### config.mk
export PLATFORM = sky130hd
export DESIGN_NAME = pll_divisor_search
export DESIGN_NICKNAME = d
export VERILOG_FILES = /design/src/rtl/core/pds_pkg.sv /design/src/rtl/core/pds_mul.sv /design/src/rtl/core/pds_div.sv /design/src/rtl/core/pll_divisor_search.sv
export SDC_FILE = /design/constraint.sdc
export NUM_CORES = 2
export LEC_CHECK = 0
export BUFFER_PORTS_ARGS = -buffer_cell sky130_fd_sc_hd__buf_2
export CORE_UTILIZATION = 30
export DETAILED_ROUTE_END_ITERATION = 8
export GPL_TIMING_DRIVEN = 0
export MAX_ROUTING_LAYER = met4
export PLACE_DENSITY = 0.45
export SLEW_MARGIN = 20
export SYNTH_ARGS = -nofsm -noshare
export SYNTH_HDL_FRONTEND = slang
export SYNTH_SLANG_ARGS = --single-unit
### constraint.sdc
create_clock -name i_clk -period 12.6 [get_ports i_clk]
set_input_delay 0.63 -clock i_clk [delete_from_list [all_inputs] [get_ports i_clk]]
set_output_delay 0.63 -clock i_clk [all_outputs]
set_load 0.05 [all_outputs]
### src/rtl/core/pds_pkg.sv
`timescale 1ns / 1ps
`default_nettype none
// ============================================================================
// pds_pkg
// Shared types, constants and the VCO preset boundary table for the PLL
// divisor search.
// ============================================================================
package pds_pkg;

    // Parameter defaults
    localparam int DEF_PRESET_COUNT  = 14;
    localparam int DEF_FRACTION_BITS = 16;

    // Search limits
    localparam int         TABLE_LEN = 14;
    localparam logic [2:0] MAX_D     = 3'd7;
    localparam logic [7:0] MIN_P     = 8'd4;
    localparam logic [7:0] MAX_P     = 8'd130;
    localparam logic [7:0] MIN_Q     = 8'd3;
    localparam logic [7:0] MAX_Q     = 8'd129;

    // Reset value of the reference clock register (about 14.318 MHz)
    localparam logic [20:0] REF_RESET = 21'd938356;

    // Status codes
    localparam logic [1:0] ST_OK       = 2'd0;
    localparam logic [1:0] ST_UNREACH  = 2'd1;
    localparam logic [1:0] ST_NOPRESET = 2'd2;

    // Input word
    typedef struct packed {
        logic [22:0] target_freq;
        logic [23:0] vco_low;
        logic [23:0] vco_high;
    } t_in;

    // Result word
    typedef struct packed {
        logic [20:0] control_word;
        logic [1:0]  status;
    } t_out;

    // Divider status back to the sequencer
    typedef struct packed {
        logic       done;
        logic       sat;
        logic [7:0] quo;
    } t_div_res;

    // VCO preset boundaries in tenths of MHz
    function automatic logic [10:0] pds_edge(input logic [3:0] idx);
        logic [10:0] val;
        unique case (idx)
            4'd0:    val = 11'd500;
            4'd1:    val = 11'd510;
            4'd2:    val = 11'd532;
            4'd3:    val = 11'd585;
            4'd4:    val = 11'd607;
            4'd5:    val = 11'd644;
            4'd6:    val = 11'd668;
            4'd7:    val = 11'd735;
            4'd8:    val = 11'd756;
            4'd9:    val = 11'd809;
            4'd10:   val = 11'd832;
            4'd11:   val = 11'd915;
            4'd12:   val = 11'd1000;
            4'd13:   val = 11'd1200;
            default: val = 11'd0;
        endcase
        return val;
    endfunction

endpackage
`default_nettype wire

### src/rtl/core/pds_mul.sv
`timescale 1ns / 1ps
`default_nettype none
// ============================================================================
// pds_mul
// Shared 32 x 32 unsigned multiplier with a registered 64-bit product.
// ============================================================================
module pds_mul (
    input  wire logic        i_clk,
    input  wire logic [31:0] i_a,
    input  wire logic [31:0] i_b,
    output logic      [63:0] o_prod
);

    logic [63:0] r_prod;

    // Register the product for use in the next cycle
    always_ff @(posedge i_clk) begin
        r_prod <= i_a * i_b;
    end

    assign o_prod = r_prod;

endmodule
`default_nettype wire

### src/rtl/core/pds_div.sv
`timescale 1ns / 1ps
`default_nettype none
// ============================================================================
// pds_div
// Restoring divider, one quotient bit per cycle, 8-bit quotient. Flags
// saturation when the quotient would not fit in 8 bits.
// ============================================================================
module pds_div
    import pds_pkg::*;
(
    input  wire logic        i_clk,
    input  wire logic        i_rst_n,
    input  wire logic        i_start,
    input  wire logic [32:0] i_dividend,
    input  wire logic [21:0] i_divisor,
    output t_div_res         o_res
);

    logic        r_busy;
    logic        r_done;
    logic        r_sat;
    logic [2:0]  r_cnt;
    logic [32:0] r_rem;
    logic [32:0] r_dsh;
    logic [7:0]  r_quo;
    logic        w_ge;

    assign w_ge = (r_rem >= r_dsh);

    // Load on start, then try one shifted divisor per cycle, subtracting it when it fits
    always_ff @(posedge i_clk) begin
        if (!i_rst_n) begin
            r_busy <= 1'b0;
            r_done <= 1'b0;
            r_cnt  <= '0;
        end else begin
            r_done <= 1'b0;
            if (i_start) begin
                r_busy <= 1'b1;
                r_cnt  <= '0;
                r_rem  <= i_dividend;
                r_dsh  <= {4'b0, i_divisor, 7'b0};
                r_sat  <= (i_dividend >= {3'b0, i_divisor, 8'b0});
                r_quo  <= '0;
            end else if (r_busy) begin
                if (w_ge) begin
                    r_rem <= r_rem - r_dsh;
                end
                r_quo <= {r_quo[6:0], w_ge};
                r_dsh <= r_dsh >> 1;
                r_cnt <= r_cnt + 3'd1;
                if (r_cnt == 3'd7) begin
                    r_busy <= 1'b0;
                    r_done <= 1'b1;
                end
            end
        end
    end

    assign o_res.done = r_done;
    assign o_res.sat  = r_sat;
    assign o_res.quo  = r_quo;

    // A new division never starts on top of a running one
    a_start_idle: assert property (@(posedge i_clk) disable iff (!i_rst_n)
        i_start |-> !r_busy)
        else $error("divider restarted while busy");

    // Done follows the last step
    a_done_after_busy: assert property (@(posedge i_clk) disable iff (!i_rst_n)
        r_done |-> $past(r_busy) && !r_busy)
        else $error("divider done without a run");

endmodule
`default_nettype wire

### src/rtl/core/pll_divisor_search.sv
`timescale 1ns / 1ps
`default_nettype none
// ============================================================================
// pll_divisor_search
// Turns a target frequency and a VCO window into a PLL p/q/d control word:
// doubles to the window, scans q with one shared multiplier and a serial
// divider, keeps the best p/q by cross products, then looks up the preset.
// ============================================================================
// Operation: doubles the target up to MAX_D times towards the window floor,
//   then for each q tried (at most 127) runs the divider for p and makes up
//   to four passes through the shared multiplier, then walks the preset
//   boundaries and moves the result to the output register.
// Throughput: one word at a time; the next word is taken once the result
//   has moved to the output register.
// Reset: reference clock returns to 938356, sequencer idle, output empty.
// ============================================================================
module pll_divisor_search
    import pds_pkg::*;
#(
    parameter int PRESET_COUNT  = DEF_PRESET_COUNT,
    parameter int FRACTION_BITS = DEF_FRACTION_BITS
) (
    input  wire logic        i_clk,
    input  wire logic        i_rst_n,
    input  wire logic        i_valid,
    output logic             o_ready,
    input  wire t_in         i_data,
    output logic             o_valid,
    input  wire logic        i_ready,
    output t_out             o_data,
    input  wire logic        i_cfg_we,
    input  wire logic [20:0] i_cfg_data
);

    localparam int          USED_COUNT = (PRESET_COUNT < TABLE_LEN) ? PRESET_COUNT
                                                                    : TABLE_LEN;
    localparam logic [3:0]  USED_IDX   = 4'(USED_COUNT);
    localparam logic [25:0] ONE_M1     = 26'((64'd1 << FRACTION_BITS) - 64'd1);
    localparam int          EDGE_W     = 11 + FRACTION_BITS;
    localparam int          CMP_W      = (EDGE_W > 28) ? EDGE_W : 28;

    typedef enum logic [3:0] {
        S_IDLE, S_DBL, S_RANGE, S_VQ, S_DIVGO, S_DIVW, S_NUM,
        S_X1, S_X2, S_CMP, S_NEXT, S_IDX, S_DONE
    } t_state;

    t_state      r_state, n_state;
    logic [20:0] r_ref;
    logic [29:0] r_vco, n_vco;
    logic [2:0]  r_d, n_d;
    logic [23:0] r_lo, n_lo;
    logic [23:0] r_hi, n_hi;
    logic [27:0] r_vco10, n_vco10;
    logic [7:0]  r_q, n_q;
    logic [7:0]  r_last, n_last;
    logic [31:0] r_vq, n_vq;
    logic [7:0]  r_p, n_p;
    logic [31:0] r_num, n_num;
    logic [63:0] r_lhs, n_lhs;
    logic [31:0] r_best_num, n_best_num;
    logic [31:0] r_best_den, n_best_den;
    logic [7:0]  r_best_p, n_best_p;
    logic [7:0]  r_best_q, n_best_q;
    logic        r_found, n_found;
    logic [3:0]  r_idx, n_idx;
    t_out        r_res, n_res;
    logic        r_out_valid, n_out_valid;
    t_out        r_out, n_out;

    logic [31:0]    w_mul_a, w_mul_b;
    logic [63:0]    w_prod;
    logic           w_div_start;
    logic [32:0]    w_dividend;
    t_div_res       w_div;
    logic [25:0]    w_ceil_sum;
    logic [25:0]    w_first_full;
    logic [23:0]    w_five_ref;
    logic [23:0]    w_last_full;
    logic [25:0]    w_first_cl;
    logic [7:0]     w_last_cl;
    logic [CMP_W-1:0] w_edge_scaled;

    // Reference clock register
    always_ff @(posedge i_clk) begin
        if (!i_rst_n) begin
            r_ref <= REF_RESET;
        end else if (i_cfg_we) begin
            r_ref <= i_cfg_data;
        end
    end

    // Shared arithmetic units
    pds_mul u_mul (
        .i_clk  (i_clk),
        .i_a    (w_mul_a),
        .i_b    (w_mul_b),
        .o_prod (w_prod)
    );

    assign w_dividend = {1'b0, w_prod[31:0]} + {12'b0, r_ref};

    pds_div u_div (
        .i_clk      (i_clk),
        .i_rst_n    (i_rst_n),
        .i_start    (w_div_start),
        .i_dividend (w_dividend),
        .i_divisor  ({r_ref, 1'b0}),
        .o_res      (w_div)
    );

    // q range from the reference clock
    assign w_ceil_sum   = {5'b0, r_ref} + ONE_M1;
    assign w_first_full = w_ceil_sum >> FRACTION_BITS;
    assign w_five_ref   = ({3'b0, r_ref} << 2) + {3'b0, r_ref};
    assign w_last_full  = w_five_ref >> FRACTION_BITS;
    assign w_first_cl   = (w_first_full < {18'b0, MIN_Q}) ? {18'b0, MIN_Q} : w_first_full;
    assign w_last_cl    = (w_last_full > {16'b0, MAX_Q}) ? MAX_Q : w_last_full[7:0];

    // Preset boundary scaled to the frequency format
    assign w_edge_scaled = CMP_W'(pds_edge(r_idx)) << FRACTION_BITS;

    // Sequencer next state
    always_comb begin
        n_state     = r_state;
        n_vco       = r_vco;
        n_d         = r_d;
        n_lo        = r_lo;
        n_hi        = r_hi;
        n_vco10     = r_vco10;
        n_q         = r_q;
        n_last      = r_last;
        n_vq        = r_vq;
        n_p         = r_p;
        n_num       = r_num;
        n_lhs       = r_lhs;
        n_best_num  = r_best_num;
        n_best_den  = r_best_den;
        n_best_p    = r_best_p;
        n_best_q    = r_best_q;
        n_found     = r_found;
        n_idx       = r_idx;
        n_res       = r_res;
        n_out_valid = r_out_valid;
        n_out       = r_out;
        w_mul_a     = '0;
        w_mul_b     = '0;
        w_div_start = 1'b0;

        // Drop the output word once taken
        if (r_out_valid && i_ready) begin
            n_out_valid = 1'b0;
        end

        unique case (r_state)
            S_IDLE: begin
                if (i_valid) begin
                    n_vco      = {7'b0, i_data.target_freq};
                    n_lo       = i_data.vco_low;
                    n_hi       = i_data.vco_high;
                    n_d        = '0;
                    n_found    = 1'b0;
                    n_best_num = 32'd1;
                    n_best_den = 32'd1;
                    n_best_p   = '0;
                    n_best_q   = '0;
                    n_idx      = '0;
                    n_state    = S_DBL;
                end
            end
            S_DBL: begin
                // Double up to the window floor
                if (r_vco < {6'b0, r_lo} && r_d < MAX_D) begin
                    n_vco = r_vco << 1;
                    n_d   = r_d + 3'd1;
                end else begin
                    n_state = S_RANGE;
                end
            end
            S_RANGE: begin
                n_vco10 = {r_vco[24:0], 3'b0} + {2'b0, r_vco[24:0], 1'b0};
                n_q     = w_first_cl[7:0];
                n_last  = w_last_cl;
                if (r_vco < {6'b0, r_lo} || r_vco > {6'b0, r_hi}) begin
                    n_res   = '{control_word: '0, status: ST_UNREACH};
                    n_state = S_DONE;
                end else if (r_ref == '0 || w_first_cl > {18'b0, w_last_cl}) begin
                    n_state = S_IDX;
                end else begin
                    n_state = S_VQ;
                end
            end
            S_VQ: begin
                w_mul_a = {8'b0, r_vco[23:0]};
                w_mul_b = {24'b0, r_q};
                n_state = S_DIVGO;
            end
            S_DIVGO: begin
                // Start p = (vq + ref) / (2 ref)
                n_vq        = w_prod[31:0];
                w_div_start = 1'b1;
                n_state     = S_DIVW;
            end
            S_DIVW: begin
                if (w_div.done) begin
                    n_p = w_div.quo;
                    if (w_div.sat || w_div.quo > MAX_P) begin
                        n_state = S_IDX;
                    end else if (w_div.quo < MIN_P || r_vq == '0) begin
                        n_state = S_NEXT;
                    end else begin
                        w_mul_a = {10'b0, r_ref, 1'b0};
                        w_mul_b = {24'b0, w_div.quo};
                        n_state = S_NUM;
                    end
                end
            end
            S_NUM: begin
                n_num   = (w_prod[31:0] > r_vq) ? (w_prod[31:0] - r_vq)
                                                : (r_vq - w_prod[31:0]);
                n_state = S_X1;
            end
            S_X1: begin
                w_mul_a = r_num;
                w_mul_b = r_best_den;
                n_state = S_X2;
            end
            S_X2: begin
                n_lhs   = w_prod;
                w_mul_a = r_best_num;
                w_mul_b = r_vq;
                n_state = S_CMP;
            end
            S_CMP: begin
                // Keep the pair with the smaller relative error
                if (r_lhs < w_prod) begin
                    n_best_num = r_num;
                    n_best_den = r_vq;
                    n_best_p   = r_p;
                    n_best_q   = r_q;
                    n_found    = 1'b1;
                end
                if (n_found && n_best_num == '0) begin
                    n_state = S_IDX;
                end else begin
                    n_state = S_NEXT;
                end
            end
            S_NEXT: begin
                if (r_q == r_last) begin
                    n_state = S_IDX;
                end else begin
                    n_q     = r_q + 8'd1;
                    n_state = S_VQ;
                end
            end
            S_IDX: begin
                // Walk the preset boundaries
                if (!r_found) begin
                    n_res   = '{control_word: '0, status: ST_UNREACH};
                    n_state = S_DONE;
                end else if (r_idx == USED_IDX) begin
                    n_res   = '{control_word: '0, status: ST_NOPRESET};
                    n_state = S_DONE;
                end else if (w_edge_scaled > CMP_W'(r_vco10)) begin
                    if (r_idx == '0) begin
                        n_res = '{control_word: '0, status: ST_NOPRESET};
                    end else begin
                        n_res.control_word = {r_idx - 4'd1, 7'(r_best_p - 8'd3), r_d,
                                              7'(r_best_q - 8'd2)};
                        n_res.status       = ST_OK;
                    end
                    n_state = S_DONE;
                end else begin
                    n_idx = r_idx + 4'd1;
                end
            end
            S_DONE: begin
                // Hand the word to the output register once it is free
                if (!r_out_valid || i_ready) begin
                    n_out       = r_res;
                    n_out_valid = 1'b1;
                    n_state     = S_IDLE;
                end
            end
            default: begin
                n_state = S_IDLE;
            end
        endcase
    end

    // State and registered outputs
    always_ff @(posedge i_clk) begin
        if (!i_rst_n) begin
            r_state     <= S_IDLE;
            r_out_valid <= 1'b0;
            r_found     <= 1'b0;
        end else begin
            r_state     <= n_state;
            r_out_valid <= n_out_valid;
            r_found     <= n_found;
        end
        r_vco      <= n_vco;
        r_d        <= n_d;
        r_lo       <= n_lo;
        r_hi       <= n_hi;
        r_vco10    <= n_vco10;
        r_q        <= n_q;
        r_last     <= n_last;
        r_vq       <= n_vq;
        r_p        <= n_p;
        r_num      <= n_num;
        r_lhs      <= n_lhs;
        r_best_num <= n_best_num;
        r_best_den <= n_best_den;
        r_best_p   <= n_best_p;
        r_best_q   <= n_best_q;
        r_idx      <= n_idx;
        r_res      <= n_res;
        r_out      <= n_out;
    end

    assign o_ready = (r_state == S_IDLE);
    assign o_valid = r_out_valid;
    assign o_data  = r_out;

    // An error word carries no control bits
    a_err_zero: assert property (@(posedge i_clk) disable iff (!i_rst_n)
        (r_out_valid && r_out.status != ST_OK) |-> (r_out.control_word == '0))
        else $error("error word with nonzero control word");

    // A kept pair always has p in range
    a_best_p: assert property (@(posedge i_clk) disable iff (!i_rst_n)
        r_found |-> (r_best_p >= MIN_P && r_best_p <= MAX_P))
        else $error("kept p out of range");

    // q stays within its limits while scanning
    a_q_range: assert property (@(posedge i_clk) disable iff (!i_rst_n)
        (r_state == S_VQ) |-> (r_q >= MIN_Q && r_q <= MAX_Q))
        else $error("q out of range");

    // Divider results arrive only while the sequencer waits for them
    a_div_wait: assert property (@(posedge i_clk) disable iff (!i_rst_n)
        w_div.done |-> (r_state == S_DIVW))
        else $error("divider done outside wait state");

endmodule
`default_nettype wire

==> flow_summary.json <==
{
  "via_per_inst": 5.139,
  "rsz0062_at_grt": "false",
  "rows": 170,
  "clock-sinks": 565,
  "critPathLaunchType": "register",
  "drive_above_1_share_pct": 5.988,
  "synth_edf_count": 458,
  "finalCritPeriodShare_pct": 99.11,
  "dp_cells": 9868,
  "drt-initial-drc-count": 4630,
  "synth_ff_type": "edfxtp_1",
  "slew_headroom_pct": 11.59,
  "fin_area_sq_um": 72500,
  "path_common_cell": "fa_1",
  "syn_area_per_cell_sq_um": 9.468,
  "postCtsSetupBuffers": 0,
  "async_reset_ff_share_pct": 0,
  "place_congestion": 1.005,
  "ir_drop_mv": 0.09996,
  "power_mw": 10.59,
  "yosysTopAreaCell": "fa_1",
  "powerDensity_nw_per_um2": 146.0,
  "seq_area_frac_synth_pct": 24.47,
  "final_cell_mix": "inv_1, fa_1, nor2_1, nand2_1, ha_1",
  "status": "finished clean",
  "endpoint_kind": "register",
  "synth_warnings": 0,
  "synth_seq_cells": 565,
  "multiInputGateArea_sq_um": 43460,
  "groute.usage.overall_pct": 25.14,
  "required_ps": 13140,
  "hold_buffers": 0,
  "syn_inst": 6861,
  "post-route-min-period_ps": 12490,
  "hold_violations": 0,
  "drt-total-wl_mm": 266.9,
  "num_io_pins": 122,
  "critPathMaxStageDelay_ps": 950,
  "leakage_nw": 32.76,
  "cpMaxStageDelayCell": "clkbuf_1",
  "cts_max_path_buffers": 3,
  "hpwl_mm": 220.9,
  "maxCapViolCount": 0,
  "grt.overflow.total": 0,
  "grt_pass1_wl_mm": 380.7,
  "synth.top_cell.area_share_pct": 27.77,
  "antenna_found_initial": 12,
  "cp.arrival_ps": 13030,
  "max_freq_ghz": 0.08008,
  "vias": 51451,
  "fillCellCount": 22348,
  "synth.net_count": 8441,
  "clk_latency_ps": 720,
  "die_w_microns": 467.3,
  "worstSetupPathType": "reg -> reg",
  "coreArea_sq_um": 214800,
  "io_buffers": 120,
  "ctsResizeCount": 2,
  "finClkSkew_ps": 54.48,
  "dr.pass1.iters": 6,
  "slew_violations": 0,
  "cts_tree": "built",
  "ant_nets": 0,
  "final_util_pct": 33.75,
  "start_util_pct": 30.24,
  "root_buffer": "clkbuf_16",
  "mostFrequentLayoutCell": "inv_1",
  "netlist_area_sq_um": 64960,
  "syn_to_final_growth_pct": 11.61,
  "yosys-top-cells-area": "fa_1, edfxtp_1, ha_1, inv_1, nor2_1",
  "cts_buffers": 74,
  "critical_path.max_fanout": 10,
  "route.detailed.drc": 0,
  "grt_max_degree": 36,
  "path_clk_slew_ps": 60,
  "dieArea_sq_um": 218400,
  "synth.distinct_cells": 87,
  "dpl-instance-area_sq_um": 69910,
  "grt_pass1_vias": 52409,
  "num-nets-final": 8684,
  "avgRoutedWirePerCell_microns": 26.66,
  "regArea_sq_um": 15900,
  "layoutNonFillerInstCount": 10012,
  "die_h_microns": 467.3,
  "min_path_type": "in -> reg",
  "setup_viol": 0,
  "worst_pin_slew_ps": 1326,
  "ctsHtreeMaxLevel": 3
}
## cell usage after synthesis (33+ instances only)
cell	instances
nand3_1	53
nand4_1	94
a21oi_1	232
nor2_1	841
a22oi_1	33
and4_1	33
ha_1	582
a21o_1	144
xor2_1	61
nand2b_1	42
o21ai_0	172
inv_1	1212
mux2_2	35
nor2b_1	47
mux2i_1	72
and2_1	41
nand2_1	735
nor3_1	58
o21a_1	36
dfxtp_1	107
nor4_1	44
a22o_1	33
fa_1	901
xnor2_1	135
clkbuf_1	256
edfxtp_1	458
## worst max-delay path, delay by kind of cell, from the launching register on
kind,cells,cell delay [ps]
buf+inv,8,2200
xor+xnor,1,190
flops,1,610
fa+ha+maj,9,4270
simple gates,6,1680
compound gates,9,3360
## metrics by stage
step / setup TNS (ps) / setup slack [ps] / hold slack, ps
after floorplan: 0 / 1703 / 400.3
after global placement: -120180 / -4235 / 403.5
after detailed placement: -401.4 / -252.6 / 404.5
after CTS: 0 / 4.142 / 29.14
after global routing: 0 / 5.661 / 56.08
final: 0 / 112.2 / 94.45
## routing by layer
layer  global-route usage (%)  share of wire, %  wire (microns)  vias up
met4                    10.12               4.8           12810        0
met1                    33.60                44          118100    26388
met2                    37.43                44          116600     1910
li1                         -                 -               -    22707
met3                    4.553               7.3           19440      446
met5                        -                 0               0        -
## sequential cells by signal, summed over array words and instances (netlist names), 27 cells and up
| signal | count |
|---|---|
| u_div.r_dsh | 29 |
| r_lhs | 64 |
| r_vco10 | 27 |
| r_vco | 30 |
| r_best_num | 32 |
| u_mul.o_prod | 64 |
| u_div.r_rem | 33 |
| r_best_den | 32 |
| r_vq | 32 |
| r_num | 32 |
## logic make-up (layout without fill, tap and decap cells)
| logic type | count (synthesis) | in the layout | synth area share, % |
|---|---|---|---|
| XOR/XNOR | 196 | 196 | 2.643 |
| buffers and inverters | 1514 | 1817 | 8.843 |
| adder cells (fa/ha/maj) | 1483 | 1483 | 38.98 |
| AND/OR/NAND/NOR | 2076 | 2076 | 13.90 |
| multiplexers | 107 | 107 | 1.716 |
| flip-flops | 565 | 565 | 24.47 |
| other | 0 | 10 | 0 |
| AO/OA/AOI/OAI | 920 | 920 | 9.446 |
## layout make-up
cell class | instances | area share, %
antenna | 10 | 0.03452
buffer | 298 | 1.660
clock buffer | 96 | 2.766
clock inverter | 40 | 0.7197
inverter | 1213 | 6.280
multi-input combinational | 4782 | 59.94
sequential | 565 | 21.92
tap | 2838 | 4.898
timing repair buffer | 170 | 1.774
## worst paths after layout
check / from / cells past startpoint / slack [ps] / to
max: r_vq[14] / 33 / 110 / u_mul.o_prod[46]
min reg2reg: u_mul.o_prod[46] / 0 / 410 / r_lhs[46]
min: i_data[36] / 1 / 90 / r_lo[12]
max reg2reg: r_vq[14] / 33 / 110 / u_mul.o_prod[46]
## report_power, final
part / leakage, nW / switching (mW) / internal, mW
clock: 1.21 / 0.934 / 1.31
sequential: 5.14 / 0.396 / 2.59
combinational: 26.4 / 3.68 / 1.68
Note: power is estimated with default switching activity, not from simulation.
